<file path="src/sv/plur_pkg.sv">
package plur_pkg;

    // Field widths
    localparam int IDX_W    = 17;
    localparam int COLOUR_W = 16;
    localparam int COORD_W  = 8;
    localparam int ADDR_W   = 5;
    localparam int DATA_W   = 32;

    // Source limits compare at this width (parameter range up to 2047)
    localparam int LIMIT_W = 11;
    // Span edge input k = line or line + 1
    localparam int K_W = COORD_W + 1;
    // Span edge numerator k*N + D-1 and quotient width
    localparam int EDGE_W = 12;
    // Reciprocal divide: q = (num * floor(2^S / D)) >> S, then one correction
    localparam int RECIP_SHIFT = 13;
    localparam int RECIP_W     = RECIP_SHIFT + 1;

    // Destination spans are cut to this many pixels
    localparam logic [1:0] SPAN_MAX = 2'd2;

    // Placement on the display
    localparam logic [IDX_W-1:0] COL_BASE_90  = IDX_W'(3 + 234 - 1);
    localparam logic [IDX_W-1:0] COL_BASE_270 = IDX_W'(3);
    localparam logic [IDX_W-1:0] ROW_BASE_90  = IDX_W'(30);
    localparam logic [IDX_W-1:0] ROW_BASE_270 = IDX_W'(30 + 260 - 1);

    // Register map (word index = paddr[4:2])
    localparam logic [2:0] REG_ROTATE = 3'd0;
    localparam logic [2:0] REG_SHADE0 = 3'd1;
    localparam logic [2:0] REG_SHADE1 = 3'd2;
    localparam logic [2:0] REG_SHADE2 = 3'd3;
    localparam logic [2:0] REG_SHADE3 = 3'd4;

    // Palette reset values
    localparam logic [COLOUR_W-1:0] SHADE0_RESET = 16'hFFFF;
    localparam logic [COLOUR_W-1:0] SHADE1_RESET = 16'hAD55;
    localparam logic [COLOUR_W-1:0] SHADE2_RESET = 16'h52AA;
    localparam logic [COLOUR_W-1:0] SHADE3_RESET = 16'h0000;

    typedef struct packed {
        logic [COORD_W-1:0] src_line;
        logic [COORD_W-1:0] src_column;
        logic [COORD_W-1:0] shade_code;
    } pixel_t;

    typedef struct packed {
        logic [IDX_W-1:0]    write_index;
        logic [COLOUR_W-1:0] write_colour;
        logic                last_write;
    } result_t;

    // One placed pixel block handed to the output queue
    typedef struct packed {
        logic                       valid;
        logic [1:0][IDX_W-1:0]      row_base;
        logic [1:0][IDX_W-1:0]      col;
        logic [1:0]                 ny;
        logic [1:0]                 nx;
        logic [COLOUR_W-1:0]        colour;
    } plur_job_t;

endpackage

</file>
<file path="src/sv/plur_edge.sv">
module plur_edge #(
    parameter int SCALE_NUM = 13,
    parameter int SCALE_DEN = 8
) (
    input  logic                        clk,
    input  logic                        en,
    input  logic [plur_pkg::K_W-1:0]    k,
    output logic [plur_pkg::EDGE_W-1:0] span_edge
);
    import plur_pkg::*;

    localparam int RECIP = (1 << RECIP_SHIFT) / SCALE_DEN;
    localparam logic [3:0]         NUM_C   = 4'(SCALE_NUM);
    localparam logic [3:0]         DEN_C   = 4'(SCALE_DEN);
    localparam logic [EDGE_W-1:0]  BIAS_C  = EDGE_W'(SCALE_DEN - 1);
    localparam logic [EDGE_W-1:0]  DEN_E   = EDGE_W'(SCALE_DEN);
    localparam logic [RECIP_W-1:0] RECIP_C = RECIP_W'(RECIP);

    logic [EDGE_W-1:0]         num_reg;
    logic [EDGE_W-1:0]         num2_reg;
    logic [EDGE_W-1:0]         quot_reg;
    logic [EDGE_W-1:0]         edge_reg;
    logic [EDGE_W-1:0]         num_next;
    logic [EDGE_W-1:0]         quot_next;
    logic [EDGE_W-1:0]         edge_next;
    logic [K_W+3:0]            scaled;
    logic [EDGE_W+RECIP_W-1:0] recip_prod;
    logic [EDGE_W+3:0]         back_prod;
    logic [EDGE_W-1:0]         rem;

    // Stage 1: numerator k*N + D-1
    assign scaled   = {4'd0, k} * {{K_W{1'b0}}, NUM_C};
    assign num_next = EDGE_W'(scaled) + BIAS_C;

    // Stage 2: quotient estimate, low by at most one
    assign recip_prod = {{RECIP_W{1'b0}}, num_reg} * {{EDGE_W{1'b0}}, RECIP_C};
    assign quot_next  = EDGE_W'(recip_prod >> RECIP_SHIFT);

    // Stage 3: remainder check and correction
    assign back_prod = {4'd0, quot_reg} * {{EDGE_W{1'b0}}, DEN_C};
    assign rem       = num2_reg - EDGE_W'(back_prod);
    assign edge_next = (rem >= DEN_E) ? quot_reg + EDGE_W'(1) : quot_reg;

    always_ff @(posedge clk)
    begin
        if (en)
        begin
            num_reg  <= num_next;
            num2_reg <= num_reg;
            quot_reg <= quot_next;
            edge_reg <= edge_next;
        end
    end

    assign span_edge = edge_reg;

endmodule

</file>
<file path="src/sv/plur_out.sv">
module plur_out (
    input  logic                clk,
    input  logic                rst_n,
    input  plur_pkg::plur_job_t job,
    output logic                take,
    output logic                result_strobe,
    output plur_pkg::result_t   result
);
    import plur_pkg::*;

    logic [2:0]          cnt_reg;
    logic [2:0]          cnt_next;
    logic [IDX_W-1:0]    list_reg [4];
    logic [IDX_W-1:0]    list_new [4];
    logic [COLOUR_W-1:0] colour_reg;
    logic                res_valid_reg;
    result_t             res_reg;
    logic [2:0]          n_new;
    logic                load;
    logic                emit;
    logic [IDX_W-1:0]    s00, s01, s10, s11;

    // Queue can take a new block while it holds at most its final word
    assign take = (cnt_reg <= 3'd1);
    assign load = job.valid && take;
    assign emit = (cnt_reg != 3'd0);

    // Indices of the block, rows of the display by x, columns by y
    assign s00 = job.row_base[0] + job.col[0];
    assign s01 = job.row_base[1] + job.col[0];
    assign s10 = job.row_base[0] + job.col[1];
    assign s11 = job.row_base[1] + job.col[1];

    assign n_new = 3'({1'b0, job.ny} * {1'b0, job.nx});

    // y outer, x inner
    always_comb
    begin
        if (job.nx == SPAN_MAX)
        begin
            list_new[0] = s00;
            list_new[1] = s01;
            list_new[2] = s10;
            list_new[3] = s11;
        end
        else
        begin
            list_new[0] = s00;
            list_new[1] = s10;
            list_new[2] = s10;
            list_new[3] = s11;
        end
    end

    always_comb
    begin
        if (load)
            cnt_next = n_new;
        else if (emit)
            cnt_next = cnt_reg - 3'd1;
        else
            cnt_next = cnt_reg;
    end

    // Control state
    always_ff @(posedge clk or negedge rst_n)
    begin
        if (!rst_n)
        begin
            cnt_reg       <= 3'd0;
            res_valid_reg <= 1'b0;
        end
        else
        begin
            cnt_reg       <= cnt_next;
            res_valid_reg <= emit;
        end
    end

    // Word queue and output word
    always_ff @(posedge clk)
    begin
        if (emit)
        begin
            res_reg.write_index  <= list_reg[0];
            res_reg.write_colour <= colour_reg;
            res_reg.last_write   <= (cnt_reg == 3'd1);
        end
        if (load)
        begin
            for (int i = 0; i < 4; i++)
            begin
                list_reg[i] <= list_new[i];
            end
            colour_reg <= job.colour;
        end
        else if (emit)
        begin
            list_reg[0] <= list_reg[1];
            list_reg[1] <= list_reg[2];
            list_reg[2] <= list_reg[3];
        end
    end

    assign result_strobe = res_valid_reg;
    assign result        = res_reg;

`ifndef SYNTHESIS
    // A word that is not the last leaves more queued behind it
    a_more_pending: assert property (@(posedge clk) disable iff (!rst_n)
        res_valid_reg && !res_reg.last_write |-> cnt_reg != 3'd0)
        else $error("non-final word left an empty queue");

    // Queued words drain one per cycle
    a_drain: assert property (@(posedge clk) disable iff (!rst_n)
        cnt_reg != 3'd0 |=> res_valid_reg)
        else $error("queued word not sent");

    // Last flag only on the final queued word
    a_last: assert property (@(posedge clk) disable iff (!rst_n)
        res_valid_reg && res_reg.last_write |-> $past(cnt_reg) == 3'd1)
        else $error("last flag on a word that was not final");
`endif

endmodule

</file>
<file path="src/sv/pixel_line_upscale_rotate_top.sv">
// A pixel passes the input, span edge, placement, job, queue and output word registers;
// its words follow one per cycle (a pixel gives 1, 2 or 4 words at the default scale).
// Throughput: one word per cycle; a new pixel each cycle when the output queue holds
// at most its final word; a 4-word pixel can stall input on the single result port.
// Reset: rst_n clears the pipeline and queue and loads the palette and rotation defaults.
module pixel_line_upscale_rotate_top #(
    parameter int SRC_WIDTH      = 160,
    parameter int SRC_HEIGHT     = 144,
    parameter int SCALE_NUM      = 13,
    parameter int SCALE_DEN      = 8,
    parameter int DISPLAY_STRIDE = 240
) (
    input  logic                        clk,
    input  logic                        rst_n,
    input  logic                        start,
    output logic                        busy,
    input  plur_pkg::pixel_t            pixel,
    output logic                        result_strobe,
    output plur_pkg::result_t           result,
    input  logic                        psel,
    input  logic                        penable,
    input  logic                        pwrite,
    input  logic [plur_pkg::ADDR_W-1:0] paddr,
    input  logic [plur_pkg::DATA_W-1:0] pwdata,
    output logic [plur_pkg::DATA_W-1:0] prdata,
    output logic                        pready
);
    import plur_pkg::*;

    localparam int STRIDE_W = $clog2(DISPLAY_STRIDE + 1);
    localparam logic [STRIDE_W-1:0] STRIDE_C = STRIDE_W'(DISPLAY_STRIDE);
    localparam logic [LIMIT_W-1:0]  HEIGHT_C = LIMIT_W'(SRC_HEIGHT);
    localparam logic [LIMIT_W-1:0]  WIDTH_C  = LIMIT_W'(SRC_WIDTH);
    localparam int E_YS = 0;
    localparam int E_YE = 1;
    localparam int E_XS = 2;
    localparam int E_XE = 3;

    // Configuration registers
    logic                rotate_reg;
    logic [COLOUR_W-1:0] shade0_reg, shade1_reg, shade2_reg, shade3_reg;
    logic                cfg_write;

    // Pipeline
    logic                adv;
    logic                accept;
    logic                in_range;
    logic [COLOUR_W-1:0] colour_sel;
    logic                s1_valid_reg;
    logic [COORD_W-1:0]  s1_line_reg, s1_col_reg;
    logic [COLOUR_W-1:0] s1_colour_reg;
    logic [2:0]          edge_valid_reg;
    logic [COLOUR_W-1:0] edge_colour_reg [3];
    logic [K_W-1:0]      edge_k [4];
    logic [EDGE_W-1:0]   span_edge [4];
    logic                s5_valid_reg;
    logic [1:0]          s5_ny_reg, s5_nx_reg;
    logic [1:0]          ny_next, nx_next;
    logic [IDX_W-1:0]    s5_col_reg [2];
    logic [IDX_W-1:0]    s5_row_reg [2];
    logic [IDX_W-1:0]    col_next [2];
    logic [IDX_W-1:0]    row_next [2];
    logic [COLOUR_W-1:0] s5_colour_reg;
    logic [EDGE_W-1:0]   dy, dx;
    logic [IDX_W-1:0]    ys_w, xs_w;
    logic [IDX_W+STRIDE_W-1:0] row_prod [2];
    logic                  job_valid_reg;
    logic [1:0][IDX_W-1:0] job_row_reg;
    logic [1:0][IDX_W-1:0] job_col_reg;
    logic [1:0]            job_ny_reg, job_nx_reg;
    logic [COLOUR_W-1:0]   job_colour_reg;
    plur_job_t             job;
    logic                take;

    // Register writes and reads
    assign pready    = 1'b1;
    assign cfg_write = psel && penable && pwrite && pready;

    always_ff @(posedge clk or negedge rst_n)
    begin
        if (!rst_n)
        begin
            rotate_reg <= 1'b0;
            shade0_reg <= SHADE0_RESET;
            shade1_reg <= SHADE1_RESET;
            shade2_reg <= SHADE2_RESET;
            shade3_reg <= SHADE3_RESET;
        end
        else if (cfg_write)
        begin
            case (paddr[4:2])
                REG_ROTATE: rotate_reg <= pwdata[0];
                REG_SHADE0: shade0_reg <= pwdata[COLOUR_W-1:0];
                REG_SHADE1: shade1_reg <= pwdata[COLOUR_W-1:0];
                REG_SHADE2: shade2_reg <= pwdata[COLOUR_W-1:0];
                REG_SHADE3: shade3_reg <= pwdata[COLOUR_W-1:0];
                default: ;
            endcase
        end
    end

    always_comb
    begin
        case (paddr[4:2])
            REG_ROTATE: prdata = {{(DATA_W-1){1'b0}}, rotate_reg};
            REG_SHADE0: prdata = {{(DATA_W-COLOUR_W){1'b0}}, shade0_reg};
            REG_SHADE1: prdata = {{(DATA_W-COLOUR_W){1'b0}}, shade1_reg};
            REG_SHADE2: prdata = {{(DATA_W-COLOUR_W){1'b0}}, shade2_reg};
            REG_SHADE3: prdata = {{(DATA_W-COLOUR_W){1'b0}}, shade3_reg};
            default:    prdata = '0;
        endcase
    end

    // Whole pipeline moves when the last stage is empty or the queue takes it
    assign adv    = !job_valid_reg || take;
    assign busy   = !adv;
    assign accept = start && !busy;

    // Input stage: range check and palette lookup
    assign in_range = ({3'd0, pixel.src_line} < HEIGHT_C) &&
                      ({3'd0, pixel.src_column} < WIDTH_C);

    always_comb
    begin
        case (pixel.shade_code[1:0])
            2'd0:    colour_sel = shade0_reg;
            2'd1:    colour_sel = shade1_reg;
            2'd2:    colour_sel = shade2_reg;
            default: colour_sel = shade3_reg;
        endcase
    end

    // Span edges ceil(k*N/D), three stages each
    assign edge_k[E_YS] = {1'b0, s1_line_reg};
    assign edge_k[E_YE] = {1'b0, s1_line_reg} + K_W'(1);
    assign edge_k[E_XS] = {1'b0, s1_col_reg};
    assign edge_k[E_XE] = {1'b0, s1_col_reg} + K_W'(1);

    for (genvar g = 0; g < 4; g++)
    begin : g_edge
        plur_edge #(
            .SCALE_NUM (SCALE_NUM),
            .SCALE_DEN (SCALE_DEN)
        ) u_edge (
            .clk       (clk),
            .en        (adv),
            .k         (edge_k[g]),
            .span_edge (span_edge[g])
        );
    end

    // Span lengths and placement
    assign dy   = span_edge[E_YE] - span_edge[E_YS];
    assign dx   = span_edge[E_XE] - span_edge[E_XS];
    assign ys_w = IDX_W'(span_edge[E_YS]);
    assign xs_w = IDX_W'(span_edge[E_XS]);

    always_comb
    begin
        ny_next = (dy >= EDGE_W'(SPAN_MAX)) ? SPAN_MAX : dy[1:0];
        nx_next = (dx >= EDGE_W'(SPAN_MAX)) ? SPAN_MAX : dx[1:0];
        for (int j = 0; j < 2; j++)
        begin
            if (rotate_reg)
            begin
                col_next[j] = COL_BASE_270 + ys_w + IDX_W'(j);
                row_next[j] = ROW_BASE_270 - xs_w - IDX_W'(j);
            end
            else
            begin
                col_next[j] = COL_BASE_90 - ys_w - IDX_W'(j);
                row_next[j] = ROW_BASE_90 + xs_w + IDX_W'(j);
            end
        end
    end

    // Row start offsets, modulo the index width
    assign row_prod[0] = {{STRIDE_W{1'b0}}, s5_row_reg[0]} * {{IDX_W{1'b0}}, STRIDE_C};
    assign row_prod[1] = {{STRIDE_W{1'b0}}, s5_row_reg[1]} * {{IDX_W{1'b0}}, STRIDE_C};

    // Valid bits
    always_ff @(posedge clk or negedge rst_n)
    begin
        if (!rst_n)
        begin
            s1_valid_reg   <= 1'b0;
            edge_valid_reg <= 3'd0;
            s5_valid_reg   <= 1'b0;
            job_valid_reg  <= 1'b0;
        end
        else if (adv)
        begin
            s1_valid_reg   <= accept && in_range;
            edge_valid_reg <= {edge_valid_reg[1:0], s1_valid_reg};
            s5_valid_reg   <= edge_valid_reg[2];
            job_valid_reg  <= s5_valid_reg;
        end
    end

    // Payload stages
    always_ff @(posedge clk)
    begin
        if (adv)
        begin
            s1_line_reg        <= pixel.src_line;
            s1_col_reg         <= pixel.src_column;
            s1_colour_reg      <= colour_sel;
            edge_colour_reg[0] <= s1_colour_reg;
            edge_colour_reg[1] <= edge_colour_reg[0];
            edge_colour_reg[2] <= edge_colour_reg[1];
            s5_ny_reg          <= ny_next;
            s5_nx_reg          <= nx_next;
            s5_col_reg[0]      <= col_next[0];
            s5_col_reg[1]      <= col_next[1];
            s5_row_reg[0]      <= row_next[0];
            s5_row_reg[1]      <= row_next[1];
            s5_colour_reg      <= edge_colour_reg[2];
            job_row_reg[0]     <= IDX_W'(row_prod[0]);
            job_row_reg[1]     <= IDX_W'(row_prod[1]);
            job_col_reg[0]     <= s5_col_reg[0];
            job_col_reg[1]     <= s5_col_reg[1];
            job_ny_reg         <= s5_ny_reg;
            job_nx_reg         <= s5_nx_reg;
            job_colour_reg     <= s5_colour_reg;
        end
    end

    // Placed block handed to the queue
    assign job = '{valid:    job_valid_reg,
                   row_base: job_row_reg,
                   col:      job_col_reg,
                   ny:       job_ny_reg,
                   nx:       job_nx_reg,
                   colour:   job_colour_reg};

    // Output queue, one word per cycle
    plur_out u_out (
        .clk           (clk),
        .rst_n         (rst_n),
        .job           (job),
        .take          (take),
        .result_strobe (result_strobe),
        .result        (result)
    );

endmodule

</file>
<file path="config.mk">
export PLATFORM = sky130hd
export DESIGN_NAME = pixel_line_upscale_rotate_top
export DESIGN_NICKNAME = d
export VERILOG_FILES = /design/src/sv/plur_pkg.sv /design/src/sv/plur_edge.sv /design/src/sv/plur_out.sv /design/src/sv/pixel_line_upscale_rotate_top.sv
export SDC_FILE = /design/constraint.sdc
export NUM_CORES = 1
export LEC_CHECK = 0
export BUFFER_PORTS_ARGS = -buffer_cell sky130_fd_sc_hd__buf_2
export CAP_MARGIN = 20
export CORE_ASPECT_RATIO = 1.5
export CORE_UTILIZATION = 56
export DETAILED_ROUTE_END_ITERATION = 12
export HOLD_SLACK_MARGIN = 0.03
export PLACE_DENSITY = 0.83
export SETUP_SLACK_MARGIN = 0.2
export SYNTH_ARGS = -nofsm -noshare
export SYNTH_HDL_FRONTEND = slang
export SYNTH_HIERARCHICAL = 1
export SYNTH_SLANG_ARGS = --single-unit
</file>
<file path="constraint.sdc">
create_clock -name clk -period 15.9 [get_ports clk]
set_input_delay 0.795 -clock clk [delete_from_list [all_inputs] [get_ports clk]]
set_output_delay 0.795 -clock clk [all_outputs]
set_load 0.02 [all_outputs]
</file>
==> impl_metrics.tcl <==
set metrics [dict create \
    status "finished, final reports clean" \
    finalCritPeriodShare_pct 24.14 \
    arrival_ns 4.18 \
    clock_path_buffers 3 \
    end_kind "flip-flop" \
    cts_hold_buf 0 \
    crit_fanout 9 \
    firstDrtPassIters 5 \
    clk_pin_slew_ns 0.06 \
    rsz0062_at_grt "false" \
    slew_headroom_pct 29.06 \
    cts_tree "yes" \
    synth_seq_cells 531 \
    postSynthCellCount 2435 \
    ys_warn_count 6 \
    cp_data_required_time_ns 16.24 \
    cts_resized 0 \
    synthTopCellsByArea "edfxtp_1, ha_1, xnor2_1" \
    die_y_um 286.0 \
    synth_edf_count 456 \
    antenna_found_initial 4 \
    synth_top_area_share_pct 45.47 \
    async_flop_share_pct 14.12 \
    fmax_mhz 260.6 \
    hold_class "primary input to flip-flop" \
    worstMarginPinSlew_ns 1.063 \
    setup-violations-final 0 \
    grt_pass1_vias 19740 \
    drv_cap 0 \
    largest_reg_flops 68 \
    drtIter0Drc 1180 \
    initial_core_util_pct 56.99 \
    syn_area_per_cell_sq_um 12.37 \
    routedWlPerCell_um 18.27 \
    routed-via-count 18990 \
    grt_pass1_wl_mm 96.57 \
    routed_wl_mm 59.70 \
    grt_use_total_pct 22.15 \
    grt_max_degree 97 \
    finClkSkew_ns 0.03504 \
    netlist_area_sq_um 30110 \
    io_pins 136 \
    die-area_sq_um 54720 \
    ant_nets 0 \
    drive_gt1_share_pct 13.83 \
    gp_congestion 0.9146 \
    drc 0 \
    fill_cells 3980 \
    via_per_inst 5.812 \
    clock_latency_ns 0.60 \
    yosysTopAreaCell "edfxtp_1" \
    h-tree-depth 2 \
    critical_path_class "flip-flop to flip-flop" \
    tns_ns 0 \
    post-cts-setup-buffer-count 0 \
    cts.sinks 531 \
    die_x_um 191.3 \
    numCtsBuffers 50 \
    placementRows 103 \
    finalHoldViolCount 0 \
    drv_slew 0 \
    grt_overflow 0 \
    dp_hpwl_mm 43.55 \
    layout.nets 2901 \
    synth_cell_types 96 \
    core-area_sq_um 52840 \
    ys_seq_area_share_pct 51.84 \
    startpoint_type "flip-flop" \
    syn_to_final_growth_pct 9.378 \
    fin_crit_ns 3.838 \
    port_buffers 94 \
    clockRootBuffer "clkbuf_16" \
    synth_flop_cell "edfxtp_1" \
]
## metrics by stage
stage	cells	utilization, %	setup slack (ns)	hold slack, ns	instance area, sq um
detailed placement	3171	59.05	12.05	0.4045	31200
global placement	3170	59.03	12.18	0.4006	31190
floorplan	2482	-	7.457	0.4003	30290
CTS	3262	62.26	12.03	0.3501	32900
global route	3267	62.33	11.76	0.3602	32940
finish	3267	62.33	12.06	0.3859	32940
## synthesized netlist by cell type (all sizes together), types with 6 or more instances
library cell / number
edfxtp: 456
or4: 7
a211o: 9
nor2b: 35
and3: 10
nor3: 34
nand4: 13
clkbuf: 52
nor4: 14
xnor2: 158
mux2i: 30
dfstp: 32
o211ai: 11
dfrtp: 43
a2111oi: 7
a21o: 44
a211oi: 27
nand3: 52
a22oi: 19
a31oi: 22
o21a: 16
and2: 7
mux2: 72
fa: 64
o21ai: 112
o31ai: 6
a311oi: 7
a21oi: 96
nand2: 159
o21bai: 10
o22ai: 23
xor2: 50
conb: 6
nor2: 105
ha: 228
mux4: 16
nand2b: 23
inv: 207
buf: 50
nor3b: 7
## path summary, 6_finish.rpt
| kind | start | endpoint | cells past startpoint | slack, ns |
|---|---|---|---|---|
| min in group asynchronous | rst_n | u_out/result_strobe | 2 | 0.41 |
| max in group asynchronous | rst_n | rotate_reg | 2 | 14.80 |
| setup reg to reg | s1_col_reg[1] | g_edge[3].u_edge/num_reg[10] | 15 | 12.06 |
| setup / recovery | s1_col_reg[1] | g_edge[3].u_edge/num_reg[10] | 15 | 12.06 |
| hold / removal | pixel[14] | s1_col_reg[6] | 1 | 0.39 |
| hold reg to reg | u_out/list_reg[0][14] | u_out/result[31] | 0 | 0.41 |
## cells by family (layout without fill, tap and decap cells)
family / count (synthesis) / count (layout) / share of synthesized area [%]
buffers and inverters: 314 / 413 / 4.471
AOI/OAI and AO/OA: 474 / 474 / 11.05
muxes: 118 / 118 / 4.899
DFF: 531 / 531 / 51.84
xor gates and xnor gates: 208 / 208 / 6.050
other: 6 / 57 / 0.07479
adders and majority gates: 292 / 292 / 13.73
and+or+nand+nor: 492 / 492 / 7.886
## cell type report
type,instances,area (sq um),share of cell area [%]
diodes,4,10.01,0.03039
clock buffers,54,1297,3.939
clock inverters,37,401.6,1.219
inverters,212,803.3,2.439
multi-input cells,1637,13350,40.53
flip-flops and latches,531,15610,47.40
well taps,682,853.3,2.591
repair buffers,110,610.6,1.854
## worst max-delay path, stage by stage, from the launching register on
cell and delay (ns):
edfxtp_1 0.51, ha_1 0.25, nand3_1 0.12, nor2_1 0.19, xor2_1 0.30, ha_1 0.29, inv_1 0.08, fa_1 0.42
inv_1 0.08, ha_1 0.24, ha_1 0.38, a21o_1 0.20, a31oi_1 0.18, o21ai_2 0.10, a21oi_1 0.19, xnor2_1 0.08
## layout by cell type (no fill, tap or decap), types with 51 or more instances in the layout
| cell | Yosys | final |
|---|---|---|
| edfxtp_1 | 456 | 456 |
| inv_1 | 207 | 206 |
| buf_2 | 2 | 94 |
| nand2_1 | 159 | 159 |
| nor2_1 | 105 | 103 |
| mux2_2 | 71 | 71 |
| a21oi_1 | 95 | 95 |
| nand3_1 | 52 | 52 |
| conb_1 | 6 | 53 |
| xnor2_1 | 158 | 158 |
| ha_1 | 228 | 228 |
| o21ai_0 | 97 | 97 |
| fa_1 | 64 | 64 |
| clkbuf_16 | 0 | 51 |
## metal layers
layer | share of wire (%) | vias to the layer above | global-route usage [%] | wire, um
met4 | 4.7 | 0 | 11.39 | 2795
li1 | - | 9044 | - | -
met2 | 55 | 543 | 42.24 | 32800
met1 | 37 | 9222 | 23.28 | 21890
met5 | 0 | - | 0 | 0
met3 | 3.7 | 179 | 2.981 | 2211
Power is left out: the tool's default activity adds up to more than one toggle a clock period on the data nets, which glitch-free logic cannot reach.
